### src/rtl/mnors_pkg.sv
// shared types and constants for the midi note output encoder
`timescale 1ns / 1ps
`default_nettype none

package mnors_pkg;

    localparam logic [7:0] STATUS_NOTE_ON   = 8'h90;
    localparam logic [7:0] STATUS_CONTROL   = 8'hB0;
    localparam logic [7:0] CC_ALL_NOTES_OFF = 8'h7B;
    localparam logic [7:0] FIXED_VELOCITY   = 8'd80;
    localparam logic [7:0] BYTE_ZERO        = 8'h00;

    localparam int unsigned BURST_MAX = 5;

    localparam logic OP_PLAY    = 1'b0;
    localparam logic OP_ALL_OFF = 1'b1;

    typedef logic [2:0] burst_count_t;

    typedef struct packed {
        burst_count_t                  count;
        logic [BURST_MAX-1:0][7:0]     bytes;
    } burst_t;

    typedef struct packed {
        logic empty;
        logic full;
    } queue_status_t;

endpackage

`default_nettype wire

### src/rtl/mnors_front.sv
// front end: takes requests, tracks note state and builds byte bursts
`timescale 1ns / 1ps
`default_nettype none

module mnors_front
(
    input  wire logic             clk,
    input  wire logic             rst_n,
    input  wire logic             cfg_wr_en,
    input  wire logic             cfg_wr_data,
    input  wire logic             in_valid,
    output logic                  in_ready,
    input  wire logic             op,
    input  wire logic [7:0]       note_value,
    input  wire logic [7:0]       note_velocity,
    input  wire logic             q_full,
    output logic                  push,
    output mnors_pkg::burst_t     push_data
);

    logic                    velocity_mode_reg;
    logic                    status_on_reg;
    logic                    status_on_next;
    logic [7:0]              held_note_reg;
    logic [7:0]              held_note_next;
    logic                    accept;
    mnors_pkg::burst_t       burst;
    logic                    status_on_after;

    assign in_ready = !q_full;
    assign accept   = in_valid && in_ready;

    always_comb
    begin
        logic                    rs;
        mnors_pkg::burst_count_t cnt;
        logic [7:0]              vel;
        rs  = status_on_reg;
        cnt = '0;
        burst.bytes = '0;
        vel = velocity_mode_reg ? note_velocity : mnors_pkg::FIXED_VELOCITY;
        if (op == mnors_pkg::OP_ALL_OFF)
        begin
            burst.bytes[0] = mnors_pkg::STATUS_CONTROL;
            burst.bytes[1] = mnors_pkg::CC_ALL_NOTES_OFF;
            burst.bytes[2] = mnors_pkg::BYTE_ZERO;
            cnt = 3'd3;
            rs  = 1'b0;
        end
        else if (!note_velocity[7])
        begin
            // note-off for the held note
            if (!held_note_reg[7])
            begin
                if (!rs)
                begin
                    burst.bytes[cnt] = mnors_pkg::STATUS_NOTE_ON;
                    cnt = cnt + 3'd1;
                    rs  = 1'b1;
                end
                burst.bytes[cnt] = held_note_reg;
                cnt = cnt + 3'd1;
                burst.bytes[cnt] = mnors_pkg::BYTE_ZERO;
                cnt = cnt + 3'd1;
            end
            // note-on for the new note
            if ((note_value != 8'd0) && !note_value[7])
            begin
                if (!rs)
                begin
                    burst.bytes[cnt] = mnors_pkg::STATUS_NOTE_ON;
                    cnt = cnt + 3'd1;
                    rs  = 1'b1;
                end
                burst.bytes[cnt] = note_value;
                cnt = cnt + 3'd1;
                burst.bytes[cnt] = vel;
                cnt = cnt + 3'd1;
            end
        end
        burst.count     = cnt;
        status_on_after = rs;
    end

    always_comb
    begin
        status_on_next = status_on_reg;
        held_note_next = held_note_reg;
        if (accept)
        begin
            status_on_next = status_on_after;
            if (op == mnors_pkg::OP_PLAY)
            begin
                held_note_next = note_value;
            end
        end
    end

    assign push      = accept && (burst.count != '0);
    assign push_data = burst;

    always_ff @(posedge clk or negedge rst_n)
    begin
        if (!rst_n)
        begin
            velocity_mode_reg <= 1'b1;
            status_on_reg     <= 1'b0;
            held_note_reg     <= 8'd0;
        end
        else
        begin
            if (cfg_wr_en)
            begin
                velocity_mode_reg <= cfg_wr_data;
            end
            status_on_reg <= status_on_next;
            held_note_reg <= held_note_next;
        end
    end

endmodule

`default_nettype wire

### src/rtl/mnors_queue.sv
// burst queue between front end and byte sender
`timescale 1ns / 1ps
`default_nettype none

module mnors_queue
#(
    parameter int unsigned DEPTH = 2
)
(
    input  wire logic                 clk,
    input  wire logic                 rst_n,
    input  wire logic                 push,
    input  wire mnors_pkg::burst_t    push_data,
    input  wire logic                 pop,
    output mnors_pkg::burst_t         pop_data,
    output mnors_pkg::queue_status_t  status
);

    localparam int unsigned PTR_W = (DEPTH > 1) ? $clog2(DEPTH) : 1;
    localparam int unsigned CNT_W = $clog2(DEPTH + 1);

    mnors_pkg::burst_t  entry_reg [DEPTH];
    logic [PTR_W-1:0]   wr_ptr_reg;
    logic [PTR_W-1:0]   wr_ptr_next;
    logic [PTR_W-1:0]   rd_ptr_reg;
    logic [PTR_W-1:0]   rd_ptr_next;
    logic [CNT_W-1:0]   count_reg;
    logic [CNT_W-1:0]   count_next;
    logic               do_push;
    logic               do_pop;

    assign status.empty = (count_reg == '0);
    assign status.full  = (count_reg == CNT_W'(DEPTH));
    assign do_push      = push && !status.full;
    assign do_pop       = pop && !status.empty;
    assign pop_data     = entry_reg[rd_ptr_reg];

    always_comb
    begin
        wr_ptr_next = wr_ptr_reg;
        rd_ptr_next = rd_ptr_reg;
        count_next  = count_reg;
        if (do_push)
        begin
            wr_ptr_next = (wr_ptr_reg == PTR_W'(DEPTH - 1)) ? '0 : wr_ptr_reg + PTR_W'(1);
        end
        if (do_pop)
        begin
            rd_ptr_next = (rd_ptr_reg == PTR_W'(DEPTH - 1)) ? '0 : rd_ptr_reg + PTR_W'(1);
        end
        case ({do_push, do_pop})
            2'b10:   count_next = count_reg + CNT_W'(1);
            2'b01:   count_next = count_reg - CNT_W'(1);
            default: count_next = count_reg;
        endcase
    end

    always_ff @(posedge clk or negedge rst_n)
    begin
        if (!rst_n)
        begin
            wr_ptr_reg <= '0;
            rd_ptr_reg <= '0;
            count_reg  <= '0;
        end
        else
        begin
            wr_ptr_reg <= wr_ptr_next;
            rd_ptr_reg <= rd_ptr_next;
            count_reg  <= count_next;
        end
    end

    always_ff @(posedge clk)
    begin
        if (do_push)
        begin
            entry_reg[wr_ptr_reg] <= push_data;
        end
    end

endmodule

`default_nettype wire

### src/rtl/mnors_back.sv
// back end: sends the bytes of each burst, one per cycle while out_ready is high
`timescale 1ns / 1ps
`default_nettype none

module mnors_back
(
    input  wire logic               clk,
    input  wire logic               rst_n,
    input  wire logic               q_empty,
    input  wire mnors_pkg::burst_t  q_data,
    output logic                    pop,
    output logic                    out_valid,
    input  wire logic               out_ready,
    output logic [7:0]              midi_byte,
    output logic                    last_byte
);

    mnors_pkg::burst_t        burst_reg;
    mnors_pkg::burst_count_t  idx_reg;
    mnors_pkg::burst_count_t  idx_next;
    logic                     busy_reg;
    logic                     busy_next;
    logic                     out_valid_reg;
    logic                     out_valid_next;
    logic [7:0]               midi_byte_reg;
    logic                     last_byte_reg;
    logic                     slot_free;
    logic                     advance;
    logic                     last_sel;

    assign slot_free = !out_valid_reg || out_ready;
    assign advance   = busy_reg && slot_free;
    assign last_sel  = (idx_reg == (burst_reg.count - 3'd1));
    assign pop       = !q_empty && (!busy_reg || (advance && last_sel));

    always_comb
    begin
        idx_next  = idx_reg;
        busy_next = busy_reg;
        if (pop)
        begin
            idx_next  = '0;
            busy_next = 1'b1;
        end
        else if (advance && last_sel)
        begin
            busy_next = 1'b0;
        end
        else if (advance)
        begin
            idx_next = idx_reg + 3'd1;
        end
    end

    always_comb
    begin
        out_valid_next = out_valid_reg;
        if (advance)
        begin
            out_valid_next = 1'b1;
        end
        else if (out_ready)
        begin
            out_valid_next = 1'b0;
        end
    end

    always_ff @(posedge clk or negedge rst_n)
    begin
        if (!rst_n)
        begin
            idx_reg       <= '0;
            busy_reg      <= 1'b0;
            out_valid_reg <= 1'b0;
        end
        else
        begin
            idx_reg       <= idx_next;
            busy_reg      <= busy_next;
            out_valid_reg <= out_valid_next;
        end
    end

    always_ff @(posedge clk)
    begin
        if (pop)
        begin
            burst_reg <= q_data;
        end
        if (advance)
        begin
            midi_byte_reg <= burst_reg.bytes[idx_reg];
            last_byte_reg <= last_sel;
        end
    end

    assign out_valid = out_valid_reg;
    assign midi_byte = midi_byte_reg;
    assign last_byte = last_byte_reg;

endmodule

`default_nettype wire

### src/rtl/midi_note_output_running_status_top.sv
// top level of the midi note output encoder with running status
//
//  channel   signals                                   dir  transaction
//  config    cfg_wr_en, cfg_wr_data                    in   velocity mode write
//  request   in_valid/in_ready, op, note_value,        in   one note request
//            note_velocity
//  bytes     out_valid/out_ready, midi_byte, last_byte out  one midi byte
//
//  a request is taken while the queue is not full and yields zero to five bytes
//  the byte sender emits one byte per cycle while out_ready is high; a burst is
//  2 to 5 bytes; queued bursts follow with no gap; a byteless request pushes none
//  up to QUEUE_DEPTH built bursts wait between front end and byte sender
//  reset clears running status and held note and sets velocity mode to 1
//  a stall on the byte side holds the sender; requests stop once the queue fills
`timescale 1ns / 1ps
`default_nettype none

module midi_note_output_running_status_top
#(
    parameter int unsigned QUEUE_DEPTH = 2
)
(
    input  wire logic        clk,
    input  wire logic        rst_n,
    input  wire logic        cfg_wr_en,
    input  wire logic        cfg_wr_data,
    input  wire logic        in_valid,
    output logic             in_ready,
    input  wire logic        op,
    input  wire logic [7:0]  note_value,
    input  wire logic [7:0]  note_velocity,
    output logic             out_valid,
    input  wire logic        out_ready,
    output logic [7:0]       midi_byte,
    output logic             last_byte
);

    logic                      push;
    logic                      pop;
    mnors_pkg::burst_t         push_data;
    mnors_pkg::burst_t         pop_data;
    mnors_pkg::queue_status_t  q_status;

    mnors_front u_front
    (
        .clk           (clk),
        .rst_n         (rst_n),
        .cfg_wr_en     (cfg_wr_en),
        .cfg_wr_data   (cfg_wr_data),
        .in_valid      (in_valid),
        .in_ready      (in_ready),
        .op            (op),
        .note_value    (note_value),
        .note_velocity (note_velocity),
        .q_full        (q_status.full),
        .push          (push),
        .push_data     (push_data)
    );

    mnors_queue #(
        .DEPTH (QUEUE_DEPTH)
    ) u_queue
    (
        .clk       (clk),
        .rst_n     (rst_n),
        .push      (push),
        .push_data (push_data),
        .pop       (pop),
        .pop_data  (pop_data),
        .status    (q_status)
    );

    mnors_back u_back
    (
        .clk       (clk),
        .rst_n     (rst_n),
        .q_empty   (q_status.empty),
        .q_data    (pop_data),
        .pop       (pop),
        .out_valid (out_valid),
        .out_ready (out_ready),
        .midi_byte (midi_byte),
        .last_byte (last_byte)
    );

    // an all-off request always leaves a burst waiting
    a_all_off_queued: assert property (@(posedge clk) disable iff (!rst_n)
        in_valid && in_ready && (op == mnors_pkg::OP_ALL_OFF) |=> !q_status.empty)
        else $error("all-off request did not reach the queue");

    // status bytes never close a burst
    a_status_not_last: assert property (@(posedge clk) disable iff (!rst_n)
        out_valid && ((midi_byte == mnors_pkg::STATUS_NOTE_ON) ||
                      (midi_byte == mnors_pkg::STATUS_CONTROL)) |-> !last_byte)
        else $error("status byte marked as last byte");

    // the queue never takes a burst while full
    a_no_overflow: assert property (@(posedge clk) disable iff (!rst_n)
        q_status.full |-> !push)
        else $error("burst pushed into full queue");

endmodule

`default_nettype wire

### config.mk
export PLATFORM = sky130hd
export DESIGN_NAME = midi_note_output_running_status_top
export DESIGN_NICKNAME = d
export VERILOG_FILES = /design/src/rtl/mnors_pkg.sv /design/src/rtl/mnors_front.sv /design/src/rtl/mnors_queue.sv /design/src/rtl/mnors_back.sv /design/src/rtl/midi_note_output_running_status_top.sv
export SDC_FILE = /design/constraint.sdc
export NUM_CORES = 1
export LEC_CHECK = 0
export BUFFER_PORTS_ARGS = -buffer_cell sky130_fd_sc_hd__buf_4
export CORE_ASPECT_RATIO = 0.7
export CORE_MARGIN = 2
export CORE_UTILIZATION = 35
export CTS_CLUSTER_DIAMETER = 50
export DETAILED_ROUTE_END_ITERATION = 7
export GPL_TIMING_DRIVEN = 0
export PLACE_DENSITY = 0.58
export SLEW_MARGIN = 20
export SYNTH_ARGS = -nofsm -noshare
export SYNTH_HDL_FRONTEND = slang
export SYNTH_SLANG_ARGS = --single-unit
### constraint.sdc
create_clock -name clk -period 6.4 [get_ports clk]
set_input_delay 1.28 -clock clk [delete_from_list [all_inputs] [get_ports clk]]
set_output_delay 1.28 -clock clk [all_outputs]
set_load 0.03 [all_outputs]
### Yosys cells after proc, flatten, opt, wreduce, memory -nomap -nowiden

Memories as Yosys holds them, arrays and structs flattened. A register that Yosys moved wholly into a read port is not among the register bits.
Index checks and enable logic that the tools add are counted.

| storage, ports and cells | value |
|---|---|
| logic and storage cells | 139 |
| output and inout bits | 11 |
| register bits | 28 |
| memories kept | 1 |
| memory bits (writable) | 86 |

Memories:

| name | depth | bits a word | read ports | clocked after Yosys merged registers in | write ports | RTL line | text |
|---|---|---|---|---|---|---|---|
| u_queue.entry_reg | 2 | 43 | 1 | 1 | 1 | mnors_queue.sv:22 | `mnors_pkg::burst_t entry_reg [DEPTH];` |

| cells by class | value |
|---|---|
| equality and inequality tests | 6 |
| reduce and logical (&&, ||, !) cells | 30 |
| bitwise operators | 6 |
| mux-type cells | 63 |
| $lt $le $gt $ge | 11 |
| $add $sub $neg | 11 |

Operator list:

| kind | number |
|---|---|
| 40-bit 2-to-1 mux | 9 |
| 40-bit bitwise mux | 3 |
| 8-bit demux with 3-bit select | 5 |
| 8-bit 2-to-1 mux | 11 |
| 3-bit 2-to-1 mux | 16 |
| 40-bit bitwise AND | 1 |
| 40-bit NOT | 1 |
| 30-bit bitwise AND | 1 |
| 30-bit NOT | 1 |
| 8-bit binary-select mux with 3-bit select | 1 |
| 3-bit by 4-bit < comparator with 1-bit output, second input constant | 6 |
| 24-bit 2-to-1 mux | 1 |
| 3-bit by 1-bit adder with 3-bit output, second input constant | 6 |
| 16-bit 2-to-1 mux | 1 |
| 3-bit by 1-bit >= comparator with 1-bit output, second input constant | 5 |
| 1-bit 2-to-1 mux | 15 |
| 1-bit logical AND | 13 |
| 10-bit OR | 1 |
| 2-bit nonzero test | 4 |
| 8-bit nonzero test | 1 |
| 2-bit AND reduction | 3 |
| 1-bit zero test | 5 |
| 2-bit equality test, second input constant | 2 |
| 2-bit != test, second input constant | 2 |
| 11 further kinds | 13 |

### Depth between registers and ports, before layout

Gate-level depths: netlist (run 1).

| logic depth | value |
|---|---|
| depth in word-level cells | 24 |
| mapped depth | 12 |
| depth with buffers taken out | 10 |

### Cells and area by module

Synthesis (run 1) repeated with hierarchy kept, for this count alone.

| second synthesis, totals | value |
|---|---|
| cells, all modules | 513 |
| area, all modules | 7395.8 um^2 |

By module, submodules not included:

| module | times used | area an instance (um^2) | cells each |
|---|---|---|---|
| mnors_queue | 1 | 3500.9 | 152 |
| mnors_back | 1 | 2238.4 | 126 |
| mnors_front | 1 | 1656.6 | 235 |

### Worst setup path before layout (run 1)

Ideal clock, no wire load.

| timing path | value |
|---|---|
| path kind | register to register |
| start point | register u_back.burst_reg[40] (netlist name) |
| end point | register u_queue.count_reg[1] |
| path buffers | 0 |
| data arrival time | 4.567 ns |
| data required time | 6.321 ns |
| setup slack | 1.754 ns |
| cell stages (with the launch flop) | 10 |
| library setup time | 0.079 ns |
| cells stage by stage | edfxtp_1 > inv_1 > ha_1 > xor3_1 > nor3_1 > nand2_1 > a21oi_1 > ha_1 > nor2_1 > xor2_1 |

| between the ends | value |
|---|---|
| longest elaborated chain between the ends | 8 |

Ends and longest elaborated chain:

| element | RTL line | text |
|---|---|---|
| 3-bit by 1-bit subtractor with 3-bit output (*) | mnors_back.sv:33 | `assign last_sel = (idx_reg == (burst_reg.count - 3'd1));` |
| 3-bit equality test (*) | mnors_back.sv:33 |  |
| named net u_back.last_sel | mnors_back.sv:29 | `logic last_sel;` |
| 1-bit logical AND (*) | mnors_back.sv:34 | `assign pop = !q_empty && (!busy_reg \|\| (advance && last_sel));` |
| 1-bit logical OR (*) | mnors_back.sv:34 |  |
| 1-bit logical AND (*) | mnors_back.sv:34 |  |
| named net pop | midi_note_output_running_status_top.sv:39 | `logic pop;` |
| 1-bit logical AND (*) | mnors_queue.sv:35 | `assign do_pop = pop && !status.empty;` |
| 2-bit by 1-bit equality test with 1-bit output or 2-bit equality test (tied branches) | mnors_queue.sv:51 | `case ({do_push, do_pop})` |
| 2-bit one-hot mux with 2 select lines or 2-bit nonzero test (tied branches) | -- |  |
| end signal, assigned | mnors_queue.sv:70 | `count_reg <= count_next;` |
| end, declared | mnors_queue.sv:27 | `logic [CNT_W-1:0] count_reg;` |

The timed path passes the listed nets; every way through them passes the cells marked *.
A chain may end at the register's enable or synchronous reset.

==> summary.md, run 1 <==
| Metric | Value |
|---|---|
| Critical path peak fanout | 20 |
| Final TNS setup | 0 ns |
| Core Region | 19100 µm² |
| EDFF count, synth | 138 |
| Worst-Skew Late Latency | 0.43 ns |
| Net Sw Frac | 0.350 |
| Die Height | 122 µm |
| Pwr Density | 479 nW/µm² |
| Setup Skew | 0.0160 ns |
| CTS max path bufs | 2 |
| CP Buf/Inv Count | 5 |
| Slew Limit Fails | 0 |
| Synth Area per Inst | 13.7 µm² |
| Hold path depth | 1 |
| Total CTS buffers | 17 |
| Row cnt | 42 |
| Pre-Repair DR Iteration Count | 7 |
| Vias in the first global route | 4302 |
| Routed via count | 4382 |
| Worst Min Path Start | u_queue.count_reg[1] |
| Reg power frac | 0.403 |
| Relative slew margins | 0.276 |
| Hold buffers post-CTS | 0 |
| Ys flop type | edfxtp_1 |
| Detail Placement HPWL | 11600 µm |
| Cell family with most CP delay | buffers and inverters |
| Yosys reg bits | 157 |
| Synth-to-Final Area Change | 19.6% |
| CP max stage cell | xnor2_1 |
| Highest-count cells in the layout ignoring fill and taps | edfxtp_1, nor2_1, mux2_2 |
| Max cap viols | 0 |
| Reg-to-reg endpoint | u_queue.entry_reg[0][13] |
| Startpoint Class | register |
| Final hold vios | 0 |
| Global-route wire length before repair | 25200 µm |
| Sequential share of the synthesized area | 0.669 |
| Final worst-path cycle share | 0.577 |
| Starting Density | 0.361 |
| RePlAce Congestion | 0.871 |
| Routed WL | 16100 µm |
| HP Class | register to register |
| Nets | 596 |
| FF-to-FF Start | u_front.held_note_reg[7] |
| CTS H-tree lvls | 4 |
| Hold EP | u_queue.count_reg[1] |
| Largest net degree at the start of global routing | 23 |
| Initial antenna violation count | 0 |
| Leak | 2.86 nW |
| Clk root buf | clkbuf_16 |
| CTS tree | yes |
| Routed Antenna Nets | 0 |
| Total gr overflow | 0 |
| Drt wl/cell | 19.2 µm |
| Gr usage total | 0.166 |
| Post-cts gate resize count | 0 |
| Post-CTS Setup Bufs | 0 |
| Largest register FFs | 86 |
| Vias/cell | 5.22 |
| I/O pin count | 34 |
| Unrepaired setup endpoints after global routing | false |
| Clock sink count | 157 |
| Commonest non-fill, non-tap cell in the layout | edfxtp_1 |
| Reg2Reg Depth | 11 |
| Antenna diodes | 0 |
| Critical Path Max Stage Delay | 0.57 ns |
| Worst path cell trace | clkbuf_1 > inv_1 > ha_1 > clkbuf_1 > xnor2_1 > xnor2_1 > o31ai_2 > o311ai_4 > nor2_4 > buf_16 > buf_16 |
| Final Util | 0.432 |
| Hold WS | 0.499 ns |
| Netlist Area Pre-Place | 6910 µm² |
| Kind of critical path | register to register |
| Clock transition at path regs | 0.07 ns |
| Chip width | 172 µm |
| Mapped Cells | 503 |
| Fmax achieved | 271 MHz |
| WP data required | 6.54 ns |
| DR iter-0 viols | 360 |
| Tightest Pin Transition | 1.07 ns |
| Synth warnings | 0 |
| Arr. time, crit path | 3.83 ns |
| FILL cells | 1780 |
| Ys async rst share | 0.121 |
| Net switching power of the design | 0.00139 W |
| PortBufs | 30 |
| Flop-to-flop setup slack | 2.71 ns |
| Outcome | finished clean |
| VDD IR max | 0.208 mV |
| Cell Int Power | 0.00257 W |
| Clock share of power | 0.256 |
| Synth unique cells | 50 |
| Layout cells sized above 1 | 0.231 |
| Die area | 20900 µm² |
| Comb pwr share | 0.341 |
| Final setup viols | 0 |
| Remaining DRCs | 0 |
| Crit path time final | 3.69 ns |
| Critical Path Sink Type | register |
==> cells in the mapped netlist, drive strengths merged, types with 8 or more instances <==
master    n  share of area
nand2    26          0.014
edfxtp  138           0.60
a21oi    33          0.024
a31oi    19          0.017
mux2     51          0.083
ha       10          0.018
nand3     9         0.0065
clkbuf   21          0.011
mux2i    15          0.022
dfrtp    18          0.065
o21ai    13          0.011
nor2     66          0.036
inv       9         0.0049
o22ai     8         0.0072
==> kinds of logic (layout without fill, tap and decap cells) <==
logic type                 after synthesis  after routing  synth area share
DFF                                    157            157             0.669
and+or+nand+nor                        129            129            0.0826
AOI/OAI and AO/OA                       92             92            0.0857
muxes                                   67             67             0.108
buffers and inverters                   36            104            0.0197
xor gates and xnor gates                11             11            0.0161
adders and majority gates               10             10            0.0181
other                                    1              6          0.000543
==> final cells by class <==
cell class / instances / area (µm²) / area share
plain buffers: 25 / 95.1 / 0.0115
clock buffers: 17 / 425 / 0.0515
clock inverters: 15 / 178 / 0.0215
inverters: 11 / 41.3 / 0.00500
multi-input cells: 315 / 2190 / 0.266
flip-flops and latches: 157 / 4620 / 0.559
well taps: 264 / 330 / 0.0400
repair buffers: 36 / 378 / 0.0457
==> how the worst max path moves through the flow <==
stage | start | to | slack [ns] | cells past startpoint
after floorplan | u_back.burst_reg[40] | u_queue.count_reg[1] | 1.75 | 9
after global placement | u_back.burst_reg[40] | u_queue.count_reg[1] | 0.15 | 9
after detailed placement | note_value[0] | u_queue.entry_reg[0][0] | 2.59 | 8
after CTS | u_front.held_note_reg[7] | u_queue.entry_reg[0][8] | 2.70 | 11
after global routing | u_front.held_note_reg[7] | u_queue.entry_reg[1][13] | 2.38 | 11
final | u_front.held_note_reg[7] | u_queue.entry_reg[0][13] | 2.71 | 11
==> per-layer routing <==
metal	routed length, µm	vias to the layer above	part of all wire	global-route usage
met3	1410	22	0.087	0.0543
met2	6530	194	0.41	0.229
met4	218	0	0.014	0.0509
li1	-	2012	-	-
met1	7970	2154	0.49	0.248
met5	0	-	0	0
==> power groups by stage <==
| stage | logic (W) | clock network (W) | registers [W] |
|---|---|---|---|
| global placement | 0.00124 | 0 | 0.00164 |
| global route | 0.00148 | 0.00107 | 0.00163 |
| finish | 0.00135 | 0.00101 | 0.00160 |
| detailed placement | 0.00135 | 0 | 0.00162 |
| floorplan | 0.000835 | 0 | 0.00166 |
| CTS | 0.00135 | 0.00103 | 0.00160 |
==> stage by stage <==
| stage | instance area [µm²] | worst slack [ns] | total power [W] | std cells |
|---|---|---|---|---|
| after floorplan | 6930 | 1.75 | 0.00249 | 508 |
| after global placement | 7480 | 0.145 | 0.00288 | 802 |
| after detailed placement | 7660 | 2.59 | 0.00297 | 808 |
| after CTS | 8260 | 2.70 | 0.00398 | 840 |
| after global routing | 8260 | 2.38 | 0.00418 | 840 |
| final | 8260 | 2.71 | 0.00396 | 840 |
==> worst register-to-register path: cells and delay by family, from the launching register on <==
kind            cells  cell delay [ns]
simple gates        1             0.31
fa+ha+maj           1             0.23
buf+inv             5             1.09
xor+xnor            2             0.72
compound gates      2             0.64
flops               1             0.40
Power figures use the tool's default switching activity.
==> run 2, diff against run 1 <==
Clock period 6.4 ns to 3.75 ns, I/O delays scaled along.
==> run 2 against run 1 <==
Combinational power is 70% higher. Clock-buffer cell count unchanged. Hold slack worse by 0.28 ns. Setup slack worse by 2.5 ns. Die area stayed put. Cell count rose by 0.24%. Total power increased by 71%. Critical path type unchanged. Largest cell class unchanged. Largest power group unchanged. Highest routed layer unchanged.
==> summary.md, run 2 (synthesis results as in run 1) <==
| Metric | Value |
|---|---|
| Non-Filler Instances | 842 (+0.24%) |
| Initial antenna violation count | 0 (unchanged) |
| Startpoint Class | register |
| Placed Cells | 806 (-0.25%) |
| Clock transition at path regs | 0.06 ns (about the same) |
| I/O pin count | 34 (unchanged) |
| Total gr overflow | 0 (unchanged) |
| Clk root buf | clkbuf_16 |
| Routed WL | 16800 µm (+4.4%) |
| WP data required | 3.80 ns (-2.74 ns) |
| CTS H-tree lvls | 4 (unchanged) |
| Fmax achieved | 280 MHz (+3.2%) |
| Critical Path Sink Type | register |
| Critical Path Max Stage Delay | 0.63 ns (+0.06 ns) |
| Relative slew margins | 0.415 (+0.139) |
| Largest net degree at the start of global routing | 25 (+8.7%) |
| Vias/cell | 5.13 (-1.7%) |
| Die area | 20900 µm² (unchanged) |
| Starting Density | 0.361 (unchanged) |
| Pwr Density | 822 nW/µm² (+72%) |
| Remaining DRCs | 0 (unchanged) |
| Kind of critical path | register to register |
| Worst path cell trace | clkbuf_1 > inv_1 > ha_1 > clkbuf_1 > xnor2_2 > xnor2_1 > o31ai_2 > o311ai_4 > nor2_2 |
| Synth-to-Final Area Change | 19.1% |
| Max cap viols | 0 (unchanged) |
| Core Region | 19100 µm² (unchanged) |
| Vias in the first global route | 4221 (-1.9%) |
| CTS max path bufs | 2 (unchanged) |
| Commonest non-fill, non-tap cell in the layout | edfxtp_1 |
| Nets | 599 (+0.50%) |
| Critical path peak fanout | 10 (-50%) |
| Arr. time, crit path | 3.63 ns (-0.20 ns) |
| FILL cells | 1772 (-0.45%) |
| PortBufs | 30 (unchanged) |
| Global-route wire length before repair | 25300 µm (+0.22%) |
| Die Height | 122 µm (unchanged) |
| Layout cells sized above 1 | 0.235 (+0.00439) |
| RePlAce Congestion | 0.867 (-0.44%) |
| Row cnt | 42 (unchanged) |
| Tightest Pin Transition | 0.865 ns (-0.207 ns) |
| CP max stage cell | nor2_2 |
| Final setup viols | 0 (unchanged) |
| Clock sink count | 157 (unchanged) |
| Final worst-path cycle share | 0.954 (+0.377) |
| Detail Placement HPWL | 11400 µm (-1.3%) |
| Unrepaired setup endpoints after global routing | true |
| Post-DP Area | 7600 µm² (-0.75%) |
| Slew Limit Fails | 0 (unchanged) |
| Largest register FFs | 86 (unchanged) |
| Chip width | 172 µm (unchanged) |
| VDD IR max | 0.261 mV (+25%) |
| Final hold vios | 0 (unchanged) |
| Antenna diodes | 0 (unchanged) |
| Critical Path Most Common Cell | clkbuf_1 |
| Pre-Repair DR Iteration Count | 5 (-2) |
| Routed Antenna Nets | 0 (unchanged) |
| Final instance area | 8230 µm² (-0.44%) |
| Drt wl/cell | 20.0 µm (+4.2%) |
| Setup Skew | 0.0117 ns (-0.00428 ns) |
| Gr usage total | 0.167 (+0.000994) |
| CTS tree | yes |
| Routed via count | 4319 (-1.4%) |
| Highest-count cells in the layout ignoring fill and taps | edfxtp_1, nor2_1, mux2_2 |
| Worst-Skew Late Latency | 0.43 ns (about the same) |
| Crit path time final | 3.58 ns (-0.116 ns) |
| HP Class | input pin to asynchronous set/reset pin |
| Leak | 2.86 nW (-0.14%) |
| DR iter-0 viols | 393 (+9.2%) |
| Total CTS buffers | 17 (unchanged) |
| Outcome | finished clean |
-- run 2: cell types whose count changed in the layout (fill, tap and decap cells not counted), moves of 2 or more --
cell	previous run	this run
buf_12	0	2
clkinv_8	3	0
inv_8	4	2
nor2_2	0	2
clkinv_2	1	3
buf_4	30	33
buf_16	5	2
inv_6	2	5
-- run 2: final cells by class --
cell class,instances,area (µm²),share of cell area
flip-flops and latches,157,4620,0.562
multi-input cells,317,2210,0.269
repair buffers,37,343,0.0417
clock buffers,17,425,0.0517
inverters,11,41.3,0.00502
well taps,264,330,0.0402
plain buffers,25,95.1,0.0116
clock inverters,14,156,0.0190
-- run 2: path summary, 6_finish.rpt --
kind / from / endpoint / slack (ns) / cells past startpoint
max: u_front.held_note_reg[7] / u_queue.entry_reg[0][26] / 0.17 / 9
min: rst_n / u_back.out_valid / 0.22 / 1
max reg2reg: u_front.held_note_reg[7] / u_queue.entry_reg[0][26] / 0.17 / 9
min reg2reg: u_queue.count_reg[1] / u_queue.count_reg[1] / 0.49 / 1
max in group asynchronous: rst_n / u_front.velocity_mode_reg / 3.22 / 1
min in group clk: u_queue.count_reg[1] / u_queue.count_reg[1] / 0.49 / 1
-- run 2: stage by stage --
step                setup WS, ns  power [W]  hold slack, ns   util  TNS, ns
floorplan                 -0.608    0.00425           0.454      -   -52.25
global placement           -2.43    0.00492           0.483  0.391  -230.87
detailed placement        -0.138    0.00502           0.488  0.397    -6.40
CTS                      0.00798    0.00676           0.219  0.428        0
global route             -0.0366    0.00713           0.221  0.430   -0.224
finish                     0.173    0.00677           0.222  0.430        0
-- run 2: metal layers --
| layer | global-route usage | up-vias | wire length (µm) | share of wire |
|---|---|---|---|---|
| met5 | 0 | - | 0 | 0 |
| met1 | 0.253 | 2153 | 8470 | 0.50 |
| li1 | - | 2017 | - | - |
| met2 | 0.237 | 131 | 7100 | 0.42 |
| met3 | 0.0435 | 18 | 1050 | 0.062 |
| met4 | 0.0446 | 0 | 215 | 0.013 |
-- run 2: what timing repair did --
action,CTS,global route
cloned,0,2
hold endpoints to repair,0,0
resized for setup,1,0
hold buffers,0,0
endpoints found under the setup margin,48,48
buffers inserted,0,3
pin swaps,0,2
-- run 2: power by group --
| group | total [W] | internal [W] | switching (W) | leakage, nW |
|---|---|---|---|---|
| registers | 0.00274 | 0.00254 | 0.000201 | 1.51 |
| clock network | 0.00172 | 0.000992 | 0.000730 | 0.285 |
| logic | 0.00230 | 0.000887 | 0.00141 | 1.07 |
| total | 0.00677 | 0.00442 | 0.00235 | 2.86 |
-- run 2: worst max-delay path, delay by kind of cell (launching register included) --
family                     cells  cell delay, ns
AOI/OAI and AO/OA              2            0.73
buffers and inverters          3            0.70
and+or+nand+nor                1            0.63
xor gates and xnor gates       2            0.51
DFF                            1            0.40
adders and majority gates      1            0.23
